--- src/rtl/assert_macros.svh ---
`ifndef ASSERT_MACROS_SVH
`define ASSERT_MACROS_SVH

// Same-cycle implication, checked outside reset.
`define CESC_ASSERT_IMP(lbl, clk, rstn, ante, cons) \
    lbl: assert property (@(posedge clk) disable iff (!(rstn)) (ante) |-> (cons)) \
        else $error("cesc: same-cycle check failed");

// Next-cycle implication, checked outside reset.
`define CESC_ASSERT_NXT(lbl, clk, rstn, ante, cons) \
    lbl: assert property (@(posedge clk) disable iff (!(rstn)) (ante) |=> (cons)) \
        else $error("cesc: next-cycle check failed");

`endif

--- src/rtl/cesc_out_skid.sv ---
`default_nettype none

`include "assert_macros.svh"

// Two-entry output buffer; full is registered so the pipeline stall
// does not depend on the downstream ready.
module cesc_out_skid #(
    parameter int WIDTH = 25
) (
    input  logic             aclk,
    input  logic             aresetn,
    input  logic             push,
    input  logic [WIDTH-1:0] push_data,
    output logic             full,
    output logic             m_valid,
    input  logic             m_ready,
    output logic [WIDTH-1:0] m_data
);
    localparam logic [1:0] CNT_EMPTY = 2'd0;
    localparam logic [1:0] CNT_ONE   = 2'd1;
    localparam logic [1:0] CNT_FULL  = 2'd2;

    logic [1:0]       cnt_reg, cnt_next;
    logic [WIDTH-1:0] head_reg, tail_reg;
    logic             pop;

    assign m_valid = cnt_reg != CNT_EMPTY;
    assign full    = cnt_reg == CNT_FULL;
    assign pop     = m_valid && m_ready;
    assign m_data  = head_reg;

    always_comb begin
        case ({push, pop})
            2'b10:   cnt_next = cnt_reg + 2'd1;
            2'b01:   cnt_next = cnt_reg - 2'd1;
            default: cnt_next = cnt_reg;
        endcase
    end

    always_ff @(posedge aclk) begin
        if (!aresetn) begin
            cnt_reg <= CNT_EMPTY;
        end else begin
            cnt_reg <= cnt_next;
        end
    end

    always_ff @(posedge aclk) begin
        if (push && (cnt_reg == CNT_EMPTY || (cnt_reg == CNT_ONE && pop))) begin
            head_reg <= push_data;
        end else if (pop && cnt_reg == CNT_FULL) begin
            head_reg <= tail_reg;
        end
        if (push && cnt_reg == CNT_ONE && !pop) begin
            tail_reg <= push_data;
        end
    end

    `CESC_ASSERT_IMP(a_no_overfill, aclk, aresetn, push, !full)
    `CESC_ASSERT_NXT(a_full_holds, aclk, aresetn, full && !m_ready, full && $stable(m_data))

endmodule

`default_nettype wire

--- config.mk ---
export PLATFORM = sky130hd
export DESIGN_NAME = cesc_out_skid
export DESIGN_NICKNAME = d
export VERILOG_FILES = /design/src/rtl/cesc_out_skid.sv
export VERILOG_INCLUDE_DIRS = /design/src /design/src/rtl
export SDC_FILE = /design/constraint.sdc
export NUM_CORES = 1
export LEC_CHECK = 0
export BUFFER_PORTS_ARGS = -buffer_cell sky130_fd_sc_hd__clkbuf_2
export CELL_PAD_IN_SITES_DETAIL_PLACEMENT = 0
export CELL_PAD_IN_SITES_GLOBAL_PLACEMENT = 1
export CORE_UTILIZATION = 35
export DETAILED_ROUTE_END_ITERATION = 12
export PLACE_DENSITY_LB_ADDON = 0.3
export SYNTH_ARGS = -nofsm -noshare
export SYNTH_HDL_FRONTEND = slang
export SYNTH_SLANG_ARGS = --single-unit
export TNS_END_PERCENT = 100
--- constraint.sdc ---
create_clock -name aclk -period 2.81 [get_ports aclk]
set_input_delay 0.281 -clock aclk [delete_from_list [all_inputs] [get_ports aclk]]
set_output_delay 0.281 -clock aclk [all_outputs]
set_load 0.02 [all_outputs]
Word-level counts from Yosys, hierarchy flattened
Index checks and enable logic that the tools add are counted.
{ "word_totals": {"reg_bits": 52, "inputBits": 29, "output_inout_bits": 27, "word_cells": 24} }
{ "classes": {"addsub": 2, "eq_ne": 4, "n_mux": 3, "n_reduce_logical": 12} }
{ "op_table": {"columns": ["cell", "n"], "rows": [
  ["$mux W25", 2],
  ["$logic_and A1 B1 Y1", 6],
  ["$reduce_bool A2 Y1", 3],
  ["$eq A2 B1 Y1 const B", 2],
  ["$eq A2 B2 Y1 const B", 2],
  ["$pmux W2 S2", 1],
  ["$add A2 B1 Y2 const B", 1],
  ["$logic_not A2 Y1", 1],
  ["$sub A2 B1 Y2 const B", 1],
  ["$logic_not A1 Y1", 1],
  ["$logic_or A1 B1 Y1", 1]
]} }

Longest topological paths before layout
Gate-level depths: netlist (run 1).
{ "depth": {"ltp_word": 6, "ltp_mapped": 6, "depth_no_buf": 5} }

Worst setup path before layout (run 1)
Ideal clock, no wire load.
{ "synth_path": {"kind": "register to register", "from": "register cnt_reg[0]", "to": "register tail_reg[0] (enable)", "setup_time_ns": 0.407, "arrival_time_ns": 1.914, "required_ns": 2.403, "setup_slack_ns": 0.489, "path_stages_with_launch": 5, "n_path_buf": 0, "period_less_slack_ns": 2.321, "path_cell_list": "dfxtp_1 -> inv_1 -> ha_1 -> and2b_2 -> nor2_1"} }
{ "synth_via": {"elab_chain_len": 4, "elab_cells_between_ends": 6, "classes_between": "1 x eq/ne; 5 x reduce/logical"} }
{ "synth_lines": {"columns": ["item", "line", "rtl"], "rows": [
  ["start: declaration", "cesc_out_skid.sv:23", "logic [1:0] cnt_reg, cnt_next;"],
  ["start signal: assignment", "cesc_out_skid.sv:44", "cnt_reg <= cnt_next;"],
  ["$reduce_bool A2 Y1", "cesc_out_skid.sv:27", "assign m_valid = cnt_reg != CNT_EMPTY;"],
  ["$logic_and A1 B1 Y1", "cesc_out_skid.sv:29", "assign pop = m_valid && m_ready;"],
  ["$logic_not A1 Y1", "cesc_out_skid.sv:54", "if (push && cnt_reg == CNT_ONE && !pop) begin"],
  ["$logic_and A1 B1 Y1 (*)", "cesc_out_skid.sv:54", null],
  ["end signal: assignment", "cesc_out_skid.sv:55", "tail_reg <= push_data;"],
  ["end: declaration", "cesc_out_skid.sv:24", "logic [WIDTH-1:0] head_reg, tail_reg;"]
]} }
Every way passes the cells marked *; elsewhere a longest branch is shown, timed or not.
A chain may end at the register's enable or synchronous reset.

Final worst setup path (run 1)
{ "layout_path": {"from": "register cnt_reg[0]", "to": "register head_reg[17] (netlist: m_data[17]), data pin"} }
{ "layout_via": {"elab_chain_len": 6, "elab_cells_between_ends": 8, "classes_between": "1 x eq/ne; 1 x mux; 6 x reduce/logical"} }
{ "layout_lines": {"columns": ["item", "line", "rtl"], "rows": [
  ["$reduce_bool A2 Y1", "cesc_out_skid.sv:27", null],
  ["$logic_and A1 B1 Y1", "cesc_out_skid.sv:29", null],
  ["$logic_and A1 B1 Y1", "cesc_out_skid.sv:49", "if (push && (cnt_reg == CNT_EMPTY || (cnt_reg == CNT_ONE && pop))) begin"],
  ["$logic_or A1 B1 Y1 (*)", "cesc_out_skid.sv:49", null],
  ["$logic_and A1 B1 Y1 (*)", "cesc_out_skid.sv:49", null],
  ["$mux W25 (*)", "cesc_out_skid.sv:49", null],
  ["end signal: assignment", "cesc_out_skid.sv:50", "head_reg <= push_data;"],
  ["end signal: assignment", "cesc_out_skid.sv:52", "head_reg <= tail_reg;"],
  ["end: declaration", "cesc_out_skid.sv:24", null]
]} }
Marked as above.

==> flow_summary_export.csv, run 1 <==
group,metric,value,unit
sta,setup_violations,0,
synth,synth.distinct_cells,17,
clock_tree,cts-root-buf,"clkbuf_8",
sta,tns,0,ns
routing,wl,3.328,mm
global_routing,grt_usage,12.08,%
worst_setup_path,crit_chain,"inv_1 -> ha_1 -> a21o_1 -> nand2_2 -> mux2_2",
global_routing,antenna_found_initial,0,
sta,fin_crit,2.002,ns
power,p_per_area,822.6,nW/um2
sta,tightest_slew,0.6259,ns
clock_tree,clk_latency,0.29,ns
placement,place_congestion,0.7221,
min_path,hold_path_class,"in -> reg",
routing,drc,0,
final_layout,num-fill-cells,505,
synth,synth_async_sr_flop_share,0,%
worst_setup_path,critical_path.top_delay_family,"simple AND/OR/NAND/NOR gates",
routing,vias,1076,
clock_tree,clk_pin_slew_worst_paths,0.08,ns
routing,initialDrtViolationCount,60,
global_routing,grt_max_degree,27,
routing,wire_per_inst,14.16,um
sta,rsz0062_at_grt,"false",
worst_setup_path,crit_start,"cnt_reg[0]$_SDFFE_PN0P_",
placement,dpl.hpwl,2.352,mm
synth,yosysSeqAreaShare,77.39,%
routing,drt.antenna.violating_nets,0,
power,vdd_drop_max,0.4133,mV
worst_setup_path,ff2ff_path_depth,5,
synth,synth-warning-count,0,
worst_setup_path,critPathMaxStageDelay,0.47,ns
synth,syn_nets,133,
worst_setup_path,cp_slowest_cell,"nand2_2",
synth,synth_top_cell_area_share,75.38,%
floorplanning,initial_utilization,36.17,%
synth,ys_top_cells_by_area,"edfxtp_1 75%, mux2_2 14%, dfxtp_1 2.0%",
worst_setup_path,crit_required,2.85,ns
floorplanning,rows,27,
global_routing,first_global_vias,1096,
worst_setup_path,cp-start-kind,"flop",
clock_tree,post_cts_resized,0,
final_layout,nNetsFinal,195,
worst_setup_path,crit_cells,5,
placement,io_buffers,55,
clock_tree,cts_made_buffers,5,
worst_setup_path,critPathMaxFanout,26,
final_layout,antenna_cells,0,
final_layout,area.sequential,1541,um2
worst_setup_path,cp_num_buf_inv,1,
floorplanning,core,5507,um2
worst_setup_path,end_kind,"flop",
synth,synth_edf_count,50,
final_layout,multi_input_area,419.2,um2
synth,synth_top_area_cell,"edfxtp_1",
clock_tree,cts_tree,"built",
clock_tree,numClockSinks,52,
floorplanning,ioPinCount,56,
synth,ys_ff_latch,52,
synth,synth_common_cells,"50 x edfxtp_1, 25 x mux2_2, 6 x nand2_1, 3 x ha_1, 3 x inv_1",
clock_tree,h-tree-depth,2,
clock_tree,ctsHoldBuffers,0,
synth,synth.most_common_cell,"edfxtp_1",
worst_setup_path,worstSetupPathType,"reg -> reg",
clock_tree,cts.path.max_buffers,2,
synth,synthesis.area,1992,um2
flow_run,max_cap_viol_count,0,
worst_setup_path,r2r-end,"m_data[17]$_DFFE_PP_",
global_routing,grt_pass1_wl,5.361,mm
routing,firstDrtPassIters,4,
synth,avgSynthCellArea,19.72,um2
power,p_leak,0.9429,nW
sta,fin_skew,0.005264,ns
synth,syn_inst,101,
sta,max_freq,499.5,MHz
worst_setup_path,r2r_slack,0.81,ns
final_layout,fin_util,44.10,%
worst_setup_path,cp.arrival,2.04,ns
sta,final-hold-violation-count,0,
routing,vias_per_cell,4.579,
global_routing,grt-ovfl-total,0,
floorplanning,dieArea,5997,um2
sta,slew_viol_final,0,
floorplanning,fp.dieH,77.44,um
worst_setup_path,reg2reg_from,"cnt_reg[0]$_SDFFE_PN0P_",
sta,fin_crit_sh,71.25,%
final_layout,syn_to_final_growth,21.92,%
final_layout,final_layout_size_suffix_gt1_share,55.21,%
floorplanning,fp.dieW,77.44,um
status,status,"finished clean",
worst_setup_path,cp-endpoint,"m_data[17]$_DFFE_PP_",
clock_tree,postCtsSetupBuffers,0,
sta,max-slew-margin-rel,58.13,%
synth,ys.flop_type,"edfxtp_1",
[logic make-up after synthesis]
kind of cell,count (synthesis),synth area share (%)
fa+ha+maj,3,1.885
compound gates,3,1.068
buf+inv,5,1.696
xor+xnor,1,0.4398
flops,52,77.39
simple gates,11,2.890
mux,26,14.64
[report_power, final]
part | switching, mW | internal [mW] | leakage (nW)
logic | 0.335 | 0.206 | 0.420
registers | 0.0375 | 1.04 | 0.484
clock network | 0.214 | 0.165 | 0.0391
total | 0.587 | 1.41 | 0.943
[routing by layer]
layer	global-route usage (%)	share of wire, %	routed length (um)	vias up
met5	0	0	0	-
met2	20.18	52	1728	31
li1	-	-	-	507
met3	4.706	5.4	179	4
met1	13.76	42	1385	534
met4	5.094	1.1	35	0
[final cells by class]
type                       instances  area share [%]
clock buffer                       5           2.834
tap                               72           3.709
clock inverter                     2          0.3091
multi-input combinational         44           17.26
timing repair buffer              57           11.95
inverter                           3          0.4637
sequential                        52           63.47
[cell usage in the layout, fill, tap and decap left out]
cell      instances
a21o_1            1
a22o_1            1
and2_1            1
and2b_2           1
buf_4             2
clkbuf_2         55
clkbuf_8          5
clkinv_1          2
dfxtp_1           2
edfxtp_1         50
ha_1              3
inv_1             3
mux2_2           25
mux2i_1           1
nand2_1           6
nand2_2           1
nor2_2            1
o21ai_1           1
or4b_1            1
xnor2_1           1
[how the worst min path moves through the flow]
stage,cells after the start,start,to
final,1,push_data[10],tail_reg[10]$_DFFE_PP_
after global routing,1,push_data[19],tail_reg[19]$_DFFE_PP_
after CTS,1,push_data[4],tail_reg[4]$_DFFE_PP_
after detailed placement,1,push_data[11],tail_reg[11]$_DFFE_PP_
after global placement,2,cnt_reg[0]$_SDFFE_PN0P_,cnt_reg[0]$_SDFFE_PN0P_
after floorplan,0,push_data[0],tail_reg[0]$_DFFE_PP_
[stage by stage]
stage                     setup WS (ns)  area [um2]  total power [mW]  hold slack [ns]  cells
after floorplan                  0.4893        1992             1.476           0.3799    101
after global placement           0.8938        2352             1.622           0.4644    228
after detailed placement         0.7697        2352             1.651           0.4778    228
after CTS                        0.7646        2429             2.025           0.1677    235
after global routing             0.6823        2429             2.098           0.1579    235
final                            0.8079        2429             1.998           0.1741    235
Note: power is estimated with default switching activity, not from simulation.
==> run 2: changes to the inputs <==
==> constraint.sdc (replaced) <==
create_clock -name aclk -period 1.7 [get_ports aclk]
set_input_delay 0.17 -clock aclk [delete_from_list [all_inputs] [get_ports aclk]]
set_output_delay 0.17 -clock aclk [all_outputs]
set_load 0.02 [all_outputs]
==> run 2 against run 1 <==
Net effect:
- total power grew 79%
- wire length grew 2.6%
- design area grew 6.4%
- setup slack lost 0.74 ns
- sequential power grew 65%
- sequential share of layout area shrank 3.7 points
- combinational power grew 100%
- clock power grew 81%
- register-to-register slack lost 0.74 ns
- clock skew is essentially flat
- global-route usage shrank 0.39 points
- non-clock buffer count grew 4
==> flow_summary_export.csv, run 2 (synthesis gave the netlist of run 1 again) <==
group,metric,value,unit
status,status,"finished clean",
floorplanning,rows,27,
worst_setup_path,r2r-end,"m_data[23]$_DFFE_PP_",
min_path,hold_path_class,"in -> reg",
worst_setup_path,reg2reg_from,"cnt_reg[1]$_SDFFE_PN0P_",
flow_run,max_cap_viol_count,0,
floorplanning,ioPinCount,56,
sta,fin_ws,0.06350,ns
routing,drt.antenna.violating_nets,0,
clock_tree,cts-root-buf,"clkbuf_8",
sta,fin_crit_sh,96.26,%
floorplanning,core,5507,um2
floorplanning,initial_utilization,36.17,%
final_layout,layout_common_cells,"55 x clkbuf_2, 50 x edfxtp_1, 25 x mux2_2",
global_routing,grt_max_degree,26,
final_layout,multi_input_area,446.7,um2
sta,fin_skew,0.005639,ns
sta,setup_violations,0,
power,p_per_area,1383,nW/um2
routing,wl,3.414,mm
final_layout,antenna_cells,0,
final_layout,num-fill-cells,494,
placement,dp_slack,-0.02724,ns
routing,initialDrtViolationCount,85,
final_layout,syn_to_final_growth,29.71,%
floorplanning,fp.dieW,77.44,um
placement,dp.cells,231,
worst_setup_path,critPathMaxFanout,8,
routing,vias_per_cell,4.513,
global_routing,grt_use_met1,14.05,%
sta,max-slew-margin-rel,83.78,%
final_layout,area.sequential,1544,um2
placement,place_congestion,0.7530,
final_layout,final_common_cell,"clkbuf_2",
power,vdd_drop_max,0.5576,mV
final_layout,finalNonFillerCells,240,
global_routing,grt_pass1_wl,5.244,mm
worst_setup_path,cp.arrival,1.69,ns
clock_tree,clk_latency,0.29,ns
floorplanning,dieArea,5997,um2
sta,slew_viol_final,0,
routing,drc,0,
global_routing,antenna_found_initial,0,
clock_tree,clk_pin_slew_worst_paths,0.09,ns
global_routing,grt-ovfl-total,0,
worst_setup_path,worstSetupPathType,"reg -> reg",
routing,wire_per_inst,14.23,um
sta,tns,0,ns
sta,tightest_slew,0.2415,ns
global_routing,first_global_vias,1099,
floorplanning,fp.dieH,77.44,um
worst_setup_path,end_kind,"flop",
worst_setup_path,cp-start-kind,"flop",
clock_tree,cts_tree,"built",
worst_setup_path,r2r_slack,0.06,ns
clock_tree,numClockSinks,52,
clock_tree,cts_made_buffers,5,
sta,fin_crit,1.636,ns
final_layout,final_layout_size_suffix_gt1_share,61.31,%
routing,firstDrtPassIters,6,
routing,vias,1083,
power,p_leak,1.004,nW
worst_setup_path,crit_start,"cnt_reg[1]$_SDFFE_PN0P_",
global_routing,top_usage_layer,"met2",
clock_tree,h-tree-depth,2,
sta,max_freq,611.1,MHz
worst_setup_path,cp-endpoint,"m_data[23]$_DFFE_PP_",
worst_setup_path,ff2ff_path_depth,6,
global_routing,use_met3,4.118,%
final_layout,nNetsFinal,199,
sta,final-hold-violation-count,0,
clock_tree,cts.path.max_buffers,2,
min_path,holdCritStartpoint,"push_data[16]",
global_routing,grt_use_met2,19.20,%
global_routing,grt_usage,11.69,%
worst_setup_path,crit_required,1.76,ns
placement,io_buffers,55,
[run 2: how the worst min path moves through the flow]
stage / slack, ns / cells after the start / to
2_1_floorplan: 0.27 / 0 / tail_reg[0]$_DFFE_PP_
3_3_place_gp: 0.36 / 1 / tail_reg[7]$_DFFE_PP_
3_5_place_dp: 0.37 / 1 / tail_reg[6]$_DFFE_PP_
4_1_cts: 0.05 / 1 / tail_reg[23]$_DFFE_PP_
5_1_grt: 0.04 / 1 / tail_reg[13]$_DFFE_PP_
6_report: 0.06 / 1 / tail_reg[16]$_DFFE_PP_
[run 2: layout make-up]
cell class,count,share of cell area [%]
clock buffers,5,2.663
inverters,3,0.4358
flip-flops and latches,52,59.76
repair buffers,61,15.50
well taps,72,3.487
multi-input cells,44,17.29
clock inverters,3,0.8717
[run 2: where the power goes]
part / total (mW) / internal, mW / switching [mW]
Clock: 0.687 / 0.295 / 0.392
Combinational: 1.10 / 0.498 / 0.607
Sequential: 1.78 / 1.72 / 0.0626
Total: 3.57 / 2.51 / 1.06
[run 2: through the flow]
step	hold slack, ns	area [um2]	util (%)	power [mW]
detailed placement	0.3664	2445	44.40	2.855
global route	0.03816	2584	46.92	3.747
CTS	0.04611	2537	46.08	3.550
global placement	0.3633	2445	44.40	2.821
floorplan	0.2689	2002	-	2.446
finish	0.05949	2584	46.92	3.574
[run 2: timing repair]
item | in CTS | in global routing
setup endpoints to repair | 21 | 25
hold buffers | 0 | 0
setup buffers | 0 | 0
resized for setup | 1 | 6
pin swaps | 0 | 3
gates cloned | 0 | 1
[run 2: metal layers]
metal / vias to the layer above / part of all wire [%]
met5: - / 0
met4: 0 / 0.47
met3: 2 / 4.1
met2: 28 / 50
met1: 530 / 46
li1: 523 / -
[run 2: worst max-delay path, cell delays in order, from the launching register on]
cell and delay (ns):
dfxtp_2 0.35, inv_1 0.08, ha_2 0.19, a21o_1 0.18, nand2_4 0.11, clkbuf_16 0.17, mux2_2 0.32
==> run 3: changes to the inputs <==
--- a/config.mk
+++ b/config.mk
@@ -6,6 +6,7 @@
 export SDC_FILE = /design/constraint.sdc
 export NUM_CORES = 1
 export LEC_CHECK = 0
+export ABC_AREA = 1
 export BUFFER_PORTS_ARGS = -buffer_cell sky130_fd_sc_hd__clkbuf_2
 export CELL_PAD_IN_SITES_DETAIL_PLACEMENT = 0
 export CELL_PAD_IN_SITES_GLOBAL_PLACEMENT = 1
==> run 3 against run 2 <==
Net effect:
- synthesized cell count increased by 59%
- design area increased by 2.2%
- combinational power about the same
- critical endpoint is now m_data[13]$_DFFE_PP_
==> flow_summary_export.csv, run 3 <==
group,metric,value,unit
worst_setup_path,cp-endpoint,"m_data[13]$_DFFE_PP_",
floorplanning,rows,27,
power,vdd_drop_max,0.9023,mV
synth,synth_edf_count,50,
placement,io_buffers,55,
synth,synth_common_cells,"56 x nand2_1, 50 x edfxtp_1, 29 x nand3_1, 6 x inv_1, 3 x ha_1",
sta,fin_skew,0.006219,ns
global_routing,grt_pass1_wl,6.196,mm
clock_tree,cts.path.max_buffers,2,
final_layout,final_layout_size_suffix_gt1_share,35.40,%
floorplanning,dieArea,6202,um2
sta,max-slew-margin-rel,75.48,%
worst_setup_path,critPathMaxFanout,25,
final_layout,layout_common_cells,"55 x nand2_1, 55 x clkbuf_2, 50 x edfxtp_1",
routing,initialDrtViolationCount,78,
clock_tree,cts_tree,"built",
synth,ys.flop_type,"edfxtp_1",
synth,synth_top_cell_area_share,72.82,%
worst_setup_path,reg2reg_from,"cnt_reg[0]$_SDFFE_PN0P_",
worst_setup_path,end_kind,"flop",
routing,vias_per_cell,4.517,
final_layout,syn_to_final_growth,28.09,%
worst_setup_path,cp-start-kind,"flop",
flow_run,max_cap_viol_count,0,
min_path,hold_path_class,"in -> reg",
global_routing,grt-ovfl-total,0,
global_routing,grt_max_degree,26,
clock_tree,cts-root-buf,"clkbuf_8",
synth,avgSynthCellArea,12.81,um2
floorplanning,ioPinCount,56,
final_layout,antenna_cells,0,
power,p_per_area,1404,nW/um2
sta,slew_viol_final,0,
sta,max_freq,633.0,MHz
routing,wire_per_inst,13.10,um
sta,final-hold-violation-count,0,
min_path,hold-path-cell-count,1,
clock_tree,cts_made_buffers,5,
sta,setup_violations,0,
synth,syn_nets,193,
worst_setup_path,r2r-end,"m_data[13]$_DFFE_PP_",
clock_tree,numClockSinks,52,
final_layout,nNetsFinal,257,
clock_tree,h-tree-depth,2,
worst_setup_path,worstSetupPathType,"reg -> reg",
clock_tree,ctsHoldBuffers,0,
synth,ys_top_cells_by_area,"edfxtp_1 73%, nand2_1 10%, nand3_1 7.0%",
routing,drc,0,
floorplanning,fp.dieH,78.76,um
sta,rsz0062_at_grt,"false",
synth,synthesis.area,2062,um2
worst_setup_path,crit_start,"cnt_reg[0]$_SDFFE_PN0P_",
placement,dpl.hpwl,2.650,mm
routing,wl,3.903,mm
worst_setup_path,crit_required,1.70,ns
worst_setup_path,ff2ff_path_depth,7,
synth,synth_async_sr_flop_share,0,%
floorplanning,fp.dieW,78.76,um
clock_tree,clk_latency,0.30,ns
global_routing,antenna_found_initial,0,
power,p_leak,1.143,nW
clock_tree,clk_pin_slew_worst_paths,0.09,ns
synth,ys_ff_latch,52,
routing,vias,1346,
final_layout,fin_util,47.10,%
sta,tightest_slew,0.3678,ns
sta,fin_crit,1.580,ns
global_routing,first_global_vias,1290,
final_layout,num-fill-cells,550,
routing,drt.antenna.violating_nets,0,
routing,firstDrtPassIters,4,
global_routing,grt_usage,13.42,%
status,status,"finished clean",
sta,tns,0,ns
final_layout,fin_area,2641,um2
placement,place_congestion,0.7535,
synth,yosysSeqAreaShare,74.76,%
floorplanning,core,5608,um2
synth,synth.most_common_cell,"nand2_1",
synth,synth.distinct_cells,16,
worst_setup_path,r2r_slack,0.12,ns
synth,synth_top_area_cell,"edfxtp_1",
placement,placed_area,2469,um2
floorplanning,initial_utilization,36.77,%
sta,fin_crit_sh,92.93,%
worst_setup_path,cp.arrival,1.58,ns
synth,synth-warning-count,0,
synth,syn_inst,161,
-- run 3: cell types whose count changed in the layout (fill, tap and decap cells not counted), sizes merged, moves of 2 or more --
cell and delta:
nand2 +51, nand3 +29, mux2 -25, buf +4, inv +3, a21oi +2
-- run 3: cells by family (layout without fill, tap and decap cells) --
logic type	after synthesis	in the layout	share of synthesized area (%)
compound gates	3	3	1.275
buf+inv	14	79	3.701
flops	52	52	74.76
simple gates	89	89	18.45
fa+ha+maj	3	3	1.821
-- run 3: final cells by class --
cell class              count  area (um2)  area share (%)
inverters                   7       28.78           1.090
flip-flops and latches     52        1543           58.41
multi-input cells          95       484.2           18.33
clock buffers               5       68.82           2.605
clock inverters             3       42.54           1.611
well taps                  72       90.09           3.411
repair buffers             64       384.1           14.54
-- run 3: how the worst min path moves through the flow --
| stage | slack, ns | end | start |
|---|---|---|---|
| final | 0.06 | tail_reg[17]$_DFFE_PP_ | push_data[17] |
| after global routing | 0.04 | tail_reg[4]$_DFFE_PP_ | push_data[4] |
| after CTS | 0.05 | tail_reg[17]$_DFFE_PP_ | push_data[17] |
| after detailed placement | 0.37 | tail_reg[17]$_DFFE_PP_ | push_data[17] |
| after global placement | 0.36 | tail_reg[17]$_DFFE_PP_ | push_data[17] |
| after floorplan | 0.27 | tail_reg[0]$_DFFE_PP_ | push_data[0] |
-- run 3: through the flow --
stage	worst slack (ns)	hold slack, ns	total power, mW	std cells
after floorplan	0.004048	0.2689	2.516	161
final	0.1202	0.05837	3.708	298
after global placement	0.04541	0.3648	2.829	287
after global routing	0.02219	0.04052	3.927	298
after CTS	0.01062	0.05178	3.669	295
after detailed placement	0.03022	0.3690	2.842	287
-- run 3: layer usage --
layer | global-route usage, % | share of wire (%)
met5 | 0 | 0
met4 | 4.444 | 1.1
met3 | 3.908 | 4.9
met2 | 22.35 | 51
met1 | 16.68 | 43
-- run 3: critical path, stage by stage (launching register included) --
cell     delay (ns)
dfxtp_1        0.34
inv_1          0.06
ha_2           0.19
inv_4          0.09
nand2_4        0.06
o21ai_4        0.20
nand2_8        0.12
nand2_8        0.21
-- run 3: what timing repair did --
action                                  CTS  global route
setup buffers                             0             3
endpoints found under the setup margin    0            35
resized for setup                         0             3
-- run 3: power by group --
group	switching (mW)	total (mW)	internal, mW	leakage (nW)
Sequential	0.0586	1.76	1.70	0.484
Combinational	0.729	1.11	0.382	0.604
Clock	0.397	0.833	0.436	0.0541
